==> config.mk <==
export PLATFORM = sky130hd
export DESIGN_NAME = integer_to_radix_text
export DESIGN_NICKNAME = d
export VERILOG_FILES = /design/src/rtl/itr_pkg.sv /design/src/rtl/itr_divider.sv /design/src/rtl/integer_to_radix_text.sv
export SDC_FILE = /design/constraint.sdc
export NUM_CORES = 1
export LEC_CHECK = 0
export ABC_CLOCK_PERIOD_IN_PS = 4370
export BUFFER_PORTS_ARGS = -buffer_cell sky130_fd_sc_hd__buf_2
export CAP_MARGIN = 20
export CORE_MARGIN = 5
export CORE_UTILIZATION = 30
export DETAILED_ROUTE_END_ITERATION = 16
export PLACE_DENSITY = 0.51
export SLEW_MARGIN = 20
export SYNTH_ARGS = -nofsm -noshare
export SYNTH_HDL_FRONTEND = slang
export SYNTH_SLANG_ARGS = --single-unit
==> constraint.sdc <==
create_clock -name clk -period 4.37 [get_ports clk]
set_input_delay 0.6555 -clock clk [delete_from_list [all_inputs] [get_ports clk]]
set_output_delay 0.6555 -clock clk [all_outputs]
set_load 0.05 [all_outputs]
==> src/rtl/itr_pkg.sv <==
// ----------------------------------------------------------------------------
// itr_pkg: shared types and constants for the integer to radix text block
// Item formats for both channels, field widths and the digit to ASCII map.
// ----------------------------------------------------------------------------
package itr_pkg;

    localparam int VALUE_BITS = 32;
    localparam int RADIX_BITS = 6;
    localparam int DIGIT_BITS = 6;
    localparam int CODE_BITS  = 7;

    localparam logic [RADIX_BITS-1:0] RADIX_MIN     = 6'd2;
    localparam logic [RADIX_BITS-1:0] RADIX_MAX     = 6'd36;
    localparam logic [RADIX_BITS-1:0] RADIX_DECIMAL = 6'd10;

    localparam logic [CODE_BITS-1:0] CODE_MINUS  = 7'd45;
    localparam logic [CODE_BITS-1:0] CODE_ZERO   = 7'd48;
    localparam logic [CODE_BITS-1:0] CODE_LETTER = 7'd55;  // 'A' minus ten
    localparam logic [CODE_BITS-1:0] CODE_NONE   = 7'd0;

    typedef struct packed {
        logic signed [VALUE_BITS-1:0] value;
        logic        [RADIX_BITS-1:0] radix;
    } num_item_t;

    typedef struct packed {
        logic [CODE_BITS-1:0] char_code;
        logic                 last;
        logic                 bad_radix;
    } chr_item_t;

    function automatic logic [CODE_BITS-1:0] digit_char(input logic [DIGIT_BITS-1:0] d);
        logic [CODE_BITS-1:0] code;
        if (d < 6'd10)
            code = CODE_ZERO + {1'b0, d};
        else if (d < 6'd36)
            code = CODE_LETTER + {1'b0, d};
        else
            code = CODE_NONE;
        return code;
    endfunction

endpackage

==> src/rtl/itr_divider.sv <==
// ----------------------------------------------------------------------------
// itr_divider: restoring divider by a small radix
// Produces one quotient bit per cycle; quotient and remainder hold after done.
// ----------------------------------------------------------------------------
module itr_divider
(
    input  logic                               clk,
    input  logic                               rst_n,
    input  logic                               start,
    input  logic [itr_pkg::VALUE_BITS-1:0]     dividend,
    input  logic [itr_pkg::RADIX_BITS-1:0]     divisor,
    output logic                               done,
    output logic [itr_pkg::VALUE_BITS-1:0]     quotient,
    output logic [itr_pkg::DIGIT_BITS-1:0]     remainder
);

    localparam int CNT_W = $clog2(itr_pkg::VALUE_BITS + 1);

    logic                              busy_reg;
    logic                              done_reg;
    logic [CNT_W-1:0]                  cnt_reg;
    logic [itr_pkg::VALUE_BITS-1:0]    quo_reg;
    logic [itr_pkg::DIGIT_BITS-1:0]    rem_reg;
    logic [itr_pkg::RADIX_BITS-1:0]    dvs_reg;

    logic [itr_pkg::DIGIT_BITS:0]      trial;
    logic [itr_pkg::DIGIT_BITS:0]      diff;
    logic                              fits;

    // The remainder stays below the divisor, so one extra bit holds the trial.
    assign trial = {rem_reg, quo_reg[itr_pkg::VALUE_BITS-1]};
    assign fits  = trial >= {1'b0, dvs_reg};
    assign diff  = trial - {1'b0, dvs_reg};

    always_ff @(posedge clk or negedge rst_n)
    begin
        if (!rst_n)
        begin
            busy_reg <= 1'b0;
            done_reg <= 1'b0;
            cnt_reg  <= '0;
        end
        else
        begin
            done_reg <= 1'b0;
            if (start)
            begin
                busy_reg <= 1'b1;
                cnt_reg  <= CNT_W'(itr_pkg::VALUE_BITS);
            end
            else if (busy_reg)
            begin
                cnt_reg <= cnt_reg - CNT_W'(1);
                if (cnt_reg == CNT_W'(1))
                begin
                    busy_reg <= 1'b0;
                    done_reg <= 1'b1;
                end
            end
        end
    end

    always_ff @(posedge clk)
    begin
        if (start)
        begin
            quo_reg <= dividend;
            rem_reg <= '0;
            dvs_reg <= divisor;
        end
        else if (busy_reg)
        begin
            quo_reg <= {quo_reg[itr_pkg::VALUE_BITS-2:0], fits};
            rem_reg <= fits ? diff[itr_pkg::DIGIT_BITS-1:0] : trial[itr_pkg::DIGIT_BITS-1:0];
        end
    end

    assign done      = done_reg;
    assign quotient  = quo_reg;
    assign remainder = rem_reg;

endmodule

==> src/rtl/integer_to_radix_text.sv <==
// ----------------------------------------------------------------------------
// integer_to_radix_text: signed integer to ASCII text in radix 2 to 36
// Converts one number per item and sends its characters most significant first.
// ----------------------------------------------------------------------------
// Usage:
//   The num channel takes an item with a signed value and a radix. The chr
//   channel returns one item per character, most significant first, with last
//   set on the final one. A minus sign leads only for negative values in radix
//   10; other radixes read the value as unsigned two's complement. A radix
//   outside 2..36 yields a single item with bad_radix and last set, code zero.
//   Digits are found one at a time by a shared restoring divider; they are
//   stored least significant first and read back in reverse through a
//   registered memory port. Each digit character passes through a read, a
//   load and an output state; a minus sign goes straight to the output state.
//   num_ready is high only while the block is idle. A stalled receiver holds
//   the current character in the output register and the block waits.
//   Reset returns the sequencer to idle with no item pending.
// ----------------------------------------------------------------------------
module integer_to_radix_text
#(
    parameter int MAX_DIGITS = 32
)
(
    input  logic                clk,
    input  logic                rst_n,
    input  logic                num_valid,
    output logic                num_ready,
    input  itr_pkg::num_item_t  num_data,
    output logic                chr_valid,
    input  logic                chr_ready,
    output itr_pkg::chr_item_t  chr_data
);

    localparam int CW = $clog2(MAX_DIGITS + 1);
    localparam int AW = $clog2(MAX_DIGITS);

    typedef enum logic [4:0] {
        ST_IDLE = 5'b00001,
        ST_DIV  = 5'b00010,
        ST_READ = 5'b00100,
        ST_LOAD = 5'b01000,
        ST_OUT  = 5'b10000
    } state_t;

    state_t                             state_reg, state_next;
    logic [CW-1:0]                      count_reg, count_next;
    logic                               neg_reg, neg_next;
    logic [itr_pkg::RADIX_BITS-1:0]     radix_reg, radix_next;
    itr_pkg::chr_item_t                 out_reg, out_next;
    logic                               out_valid_reg, out_valid_next;

    logic [itr_pkg::DIGIT_BITS-1:0]     digit_store [MAX_DIGITS];
    logic [itr_pkg::DIGIT_BITS-1:0]     rd_data_reg;
    logic [AW-1:0]                      rd_addr;
    logic                               wr_en;

    logic                               div_start;
    logic                               div_done;
    logic [itr_pkg::VALUE_BITS-1:0]     div_dividend;
    logic [itr_pkg::RADIX_BITS-1:0]     div_divisor;
    logic [itr_pkg::VALUE_BITS-1:0]     div_quot;
    logic [itr_pkg::DIGIT_BITS-1:0]     div_rem;

    logic                               accept;
    logic                               radix_bad;
    logic                               in_neg;
    logic [itr_pkg::VALUE_BITS-1:0]     in_mag;
    logic [CW-1:0]                      limit;

    itr_divider u_divider
    (
        .clk       (clk),
        .rst_n     (rst_n),
        .start     (div_start),
        .dividend  (div_dividend),
        .divisor   (div_divisor),
        .done      (div_done),
        .quotient  (div_quot),
        .remainder (div_rem)
    );

    assign accept    = num_valid && num_ready;
    assign radix_bad = (num_data.radix < itr_pkg::RADIX_MIN)
                    || (num_data.radix > itr_pkg::RADIX_MAX);
    assign in_neg    = (num_data.radix == itr_pkg::RADIX_DECIMAL)
                    && num_data.value[itr_pkg::VALUE_BITS-1];
    // Negating the most negative value gives its magnitude as an unsigned word.
    assign in_mag    = in_neg ? (~num_data.value + itr_pkg::VALUE_BITS'(1)) : num_data.value;

    assign limit   = CW'(MAX_DIGITS) - CW'(neg_reg);
    assign rd_addr = AW'(count_reg - CW'(1));

    always_comb
    begin
        state_next     = state_reg;
        count_next     = count_reg;
        neg_next       = neg_reg;
        radix_next     = radix_reg;
        out_next       = out_reg;
        out_valid_next = out_valid_reg;
        div_start      = 1'b0;
        div_dividend   = div_quot;
        div_divisor    = radix_reg;
        wr_en          = 1'b0;

        case (state_reg)
            ST_IDLE:
            begin
                div_dividend = in_mag;
                div_divisor  = num_data.radix;
                if (accept)
                begin
                    if (radix_bad)
                    begin
                        out_next       = '{char_code: itr_pkg::CODE_NONE, last: 1'b1,
                                           bad_radix: 1'b1};
                        out_valid_next = 1'b1;
                        neg_next       = 1'b0;
                        count_next     = '0;
                        state_next     = ST_OUT;
                    end
                    else
                    begin
                        neg_next   = in_neg;
                        radix_next = num_data.radix;
                        count_next = '0;
                        div_start  = 1'b1;
                        state_next = ST_DIV;
                    end
                end
            end
            ST_DIV:
            begin
                if (div_done)
                begin
                    // Digits past the limit are dropped; only the count saturates.
                    if (count_reg < limit)
                    begin
                        wr_en      = 1'b1;
                        count_next = count_reg + CW'(1);
                    end
                    if (div_quot != '0)
                        div_start = 1'b1;
                    else if (neg_reg)
                    begin
                        out_next       = '{char_code: itr_pkg::CODE_MINUS, last: 1'b0,
                                           bad_radix: 1'b0};
                        out_valid_next = 1'b1;
                        neg_next       = 1'b0;
                        state_next     = ST_OUT;
                    end
                    else
                        state_next = ST_READ;
                end
            end
            ST_READ:
            begin
                state_next = ST_LOAD;
            end
            ST_LOAD:
            begin
                out_next       = '{char_code: itr_pkg::digit_char(rd_data_reg),
                                   last: (count_reg == CW'(1)), bad_radix: 1'b0};
                out_valid_next = 1'b1;
                count_next     = count_reg - CW'(1);
                state_next     = ST_OUT;
            end
            ST_OUT:
            begin
                if (chr_ready)
                begin
                    out_valid_next = 1'b0;
                    state_next     = out_reg.last ? ST_IDLE : ST_READ;
                end
            end
            default:
            begin
                state_next     = ST_IDLE;
                out_valid_next = 1'b0;
            end
        endcase
    end

    always_ff @(posedge clk or negedge rst_n)
    begin
        if (!rst_n)
        begin
            state_reg     <= ST_IDLE;
            count_reg     <= '0;
            neg_reg       <= 1'b0;
            out_valid_reg <= 1'b0;
        end
        else
        begin
            state_reg     <= state_next;
            count_reg     <= count_next;
            neg_reg       <= neg_next;
            out_valid_reg <= out_valid_next;
        end
    end

    always_ff @(posedge clk)
    begin
        radix_reg <= radix_next;
        out_reg   <= out_next;
    end

    always_ff @(posedge clk)
    begin
        if (wr_en)
            digit_store[count_reg[AW-1:0]] <= div_rem;
        if (state_reg == ST_READ)
            rd_data_reg <= digit_store[rd_addr];
    end

    assign num_ready = (state_reg == ST_IDLE);
    assign chr_valid = out_valid_reg;
    assign chr_data  = out_reg;

    a_no_overlap: assert property (@(posedge clk) disable iff (!rst_n)
        chr_valid |-> !num_ready)
        else $error("input accepted while a character is pending");

    a_bad_radix: assert property (@(posedge clk) disable iff (!rst_n)
        (num_valid && num_ready && (num_data.radix < itr_pkg::RADIX_MIN
                                    || num_data.radix > itr_pkg::RADIX_MAX))
        |=> (chr_valid && chr_data.bad_radix && chr_data.last))
        else $error("bad radix did not yield a single flagged item");

    a_bad_code: assert property (@(posedge clk) disable iff (!rst_n)
        (chr_valid && chr_data.bad_radix) |-> (chr_data.char_code == itr_pkg::CODE_NONE))
        else $error("flagged item carries a character code");

    a_count_range: assert property (@(posedge clk) disable iff (!rst_n)
        (state_reg == ST_READ) |-> (count_reg != '0))
        else $error("digit read with no digits held");

endmodule
==> results.json <==
{
  "drt_wl_total_mm": 29.6,
  "nets": 984,
  "power_density_nw_per_um2": 628,
  "timing.rr.end": "digit_store[25][3]",
  "grt_max_degree": 39,
  "postRouteAntennaNets": 0,
  "r2r_start": "state_reg[3]",
  "rsz0062_at_grt": "no",
  "yosysUniqueCellTypes": 68,
  "hp-class": "primary input to asynchronous set/reset pin",
  "setup_viol": 0,
  "start_util_pct": 30.4,
  "hold_violations": 0,
  "wl_met1_mm": 13.1,
  "drc": 0,
  "routed-wl-met3_mm": 1.08,
  "h-tree-depth": 1,
  "rrSetupSlack_ns": 0.96,
  "max_slew_margin_pct": 27.7,
  "period_share_pct": 78.1,
  "top_layer": "met5",
  "cts_buffers": 30,
  "synth.most_common_cell": "edfxtp_1",
  "max_cap_violations": 0,
  "cts_resized": 0,
  "area_growth_pct": 14.2,
  "viasPerCell": 4.94,
  "grt_pass1_wl_mm": 45.9,
  "total_power_mw": 9.17,
  "cp.required_ns": 4.57,
  "worstMarginPinSlew_ns": 1.08,
  "vias": 7316,
  "dr.first_iter.drc_count": 529,
  "die_w_um": 217,
  "design.die.area_um2": 46900,
  "synth_fp_nets": 927,
  "diodes": 0,
  "cts_hold_buffers": 0,
  "path_clk_slew_ns": 0.06,
  "drive_gt1_share_pct": 23.9,
  "synth_edf_count": 251,
  "synth_top_family_by_area": "multiplexers",
  "synthXorXnorAreaFrac_pct": 2.88,
  "synthFlopType": "edfxtp_1",
  "cp-end-kind": "register",
  "start_kind": "register",
  "status": "complete, no violations",
  "preCtsSetupSlack_ns": 0.966,
  "cp_max_fo": 11,
  "cp_cell_sequence": "or2_1, nor4b_4, nand3_1, a31oi_1, buf_4, nand2_1, nor3_1",
  "synthAdderAreaFrac_pct": 2.41,
  "arrival_ns": 3.61,
  "ys_seq_elements": 278,
  "yosys.area.top_type": "edfxtp_1",
  "globalplace.congestion": 0.790,
  "fmax_mhz": 293,
  "report.final.slew_viol_count": 0,
  "clock_skew_ns": 0.0316,
  "coreArea_um2": 42000,
  "wl_per_cell_um": 20.0,
  "gr-total-overflow": 0,
  "crit_family": "simple AND/OR/NAND/NOR gates",
  "yosysTopAreaCellShare_pct": 58.9,
  "fin_setup_tns_ns": 0,
  "cts_max_path_buffers": 3,
  "port_buffers": 52,
  "pin_count": 53,
  "synth_compound_area_share_pct": 7.74,
  "whs_ns": 0.0475,
  "vdd_drop_max_uv": 401,
  "drtPass1Iterations": 5,
  "rr_worst_depth": 7,
  "slowest_delay_ns": 0.93,
  "num_rows": 75,
  "synth-simple-area-share_pct": 8.65,
  "yosysSeqAreaShare_pct": 64.0,
  "antenna_found_initial": 1,
  "yosys_warnings": 0,
  "grt_usage_pct": 12.6,
  "cts_sinks": 278,
  "grt_pass1_vias": 7434,
  "cts-root-buf": "clkbuf_16",
  "die_y_um": 217,
  "yosys-top-cells-count": "edfxtp_1 (251), nor2_1 (96), mux4_2 (60), nand2_1 (55), o21ai_0 (32)",
  "dr_wl_met2_mm": 14.7,
  "cts_setup_buffers": 0,
  "synthArstFlopShare_pct": 7.55,
  "largest_reg_flops": 192,
  "cp_slowest_cell": "nor3_1",
  "cts_tree": "done",
  "hpwlAfterDp_mm": 20.9,
  "cp_num_buf_inv": 1,
  "fin_ws_ns": 0.956,
  "synthTopCellsByArea": "edfxtp_1 (59%), mux4_2 (11%), dfrtp_1 (3.9%), nor2_1 (2.8%), ha_1 (2.2%)",
  "min_period_ns": 3.41,
  "synthMuxAreaShare_pct": 11.4,
  "syn_area_per_cell_um2": 14.9,
  "path_class": "register to register",
  "p_leak_nw": 4.81,
  "clock_latency_ns": 0.58,
  "syn_area_um2": 12800,
  "synthCells": 861
}
[metal layers]
layer / GRT usage, % / vias to the layer above
met2: 21.0 / 152
met5: 0 / -
met3: 2.12 / 46
met4: 3.39 / 2
met1: 17.0 / 3678
li1: - / 3438
[cell usage in the layout, fill, tap and decap left out, types with 19 or more instances in the layout]
| master | synthesis | layout |
|---|---|---|
| edfxtp_1 | 251 | 251 |
| nor2_1 | 96 | 96 |
| mux4_2 | 60 | 60 |
| nand2_1 | 55 | 55 |
| buf_2 | 11 | 52 |
| inv_1 | 31 | 31 |
| o21ai_0 | 32 | 31 |
| clkbuf_16 | 0 | 30 |
| a21oi_2 | 29 | 29 |
| xor2_1 | 22 | 22 |
| ha_1 | 23 | 22 |
| xnor2_1 | 20 | 19 |
| a21oi_1 | 19 | 19 |
| dfrtp_1 | 20 | 19 |
[where the power goes]
group,internal (mW),switching (mW),total [mW]
clock network,1.49,1.05,2.54
logic,1.10,1.66,2.76
registers,3.63,0.242,3.87
[stage by stage]
| stage | area, um^2 | util, % | std cells |
|---|---|---|---|
| floorplan | 12800 | - | 861 |
| global placement | 13600 | 32.4 | 1425 |
| detailed placement | 13600 | 32.4 | 1425 |
| CTS | 14600 | 34.8 | 1481 |
| global route | 14600 | 34.8 | 1481 |
| finish | 14600 | 34.8 | 1481 |
[worst max path at each step]
stage                      start                    end  slack (ns)  cells after the start
finish              state_reg[3]     digit_store[25][3]        0.96                      7
global route        state_reg[3]     digit_store[25][3]        0.80                      7
CTS                 state_reg[3]     digit_store[25][3]        0.98                      7
detailed placement  state_reg[3]     digit_store[25][3]        0.97                      7
global placement    state_reg[3]     digit_store[25][3]        0.96                      7
floorplan           state_reg[0]  u_divider.quotient[0]        0.15                     10
[cell type report]
| type | count | area (um^2) |
|---|---|---|
| clock buffer | 34 | 766 |
| clock inverter | 22 | 221 |
| fill | 4069 | 27400 |
| inverter | 32 | 121 |
| multi-input combinational | 509 | 4260 |
| sequential | 278 | 8190 |
| tap | 539 | 674 |
| timing repair buffer | 67 | 385 |
[cells by family after synthesis]
family / count (synthesis)
flops: 278
simple gates: 232
xor+xnor: 42
fa+ha+maj: 24
mux: 70
compound gates: 141
buf+inv: 74
Note: power is estimated with default switching activity, not from simulation.
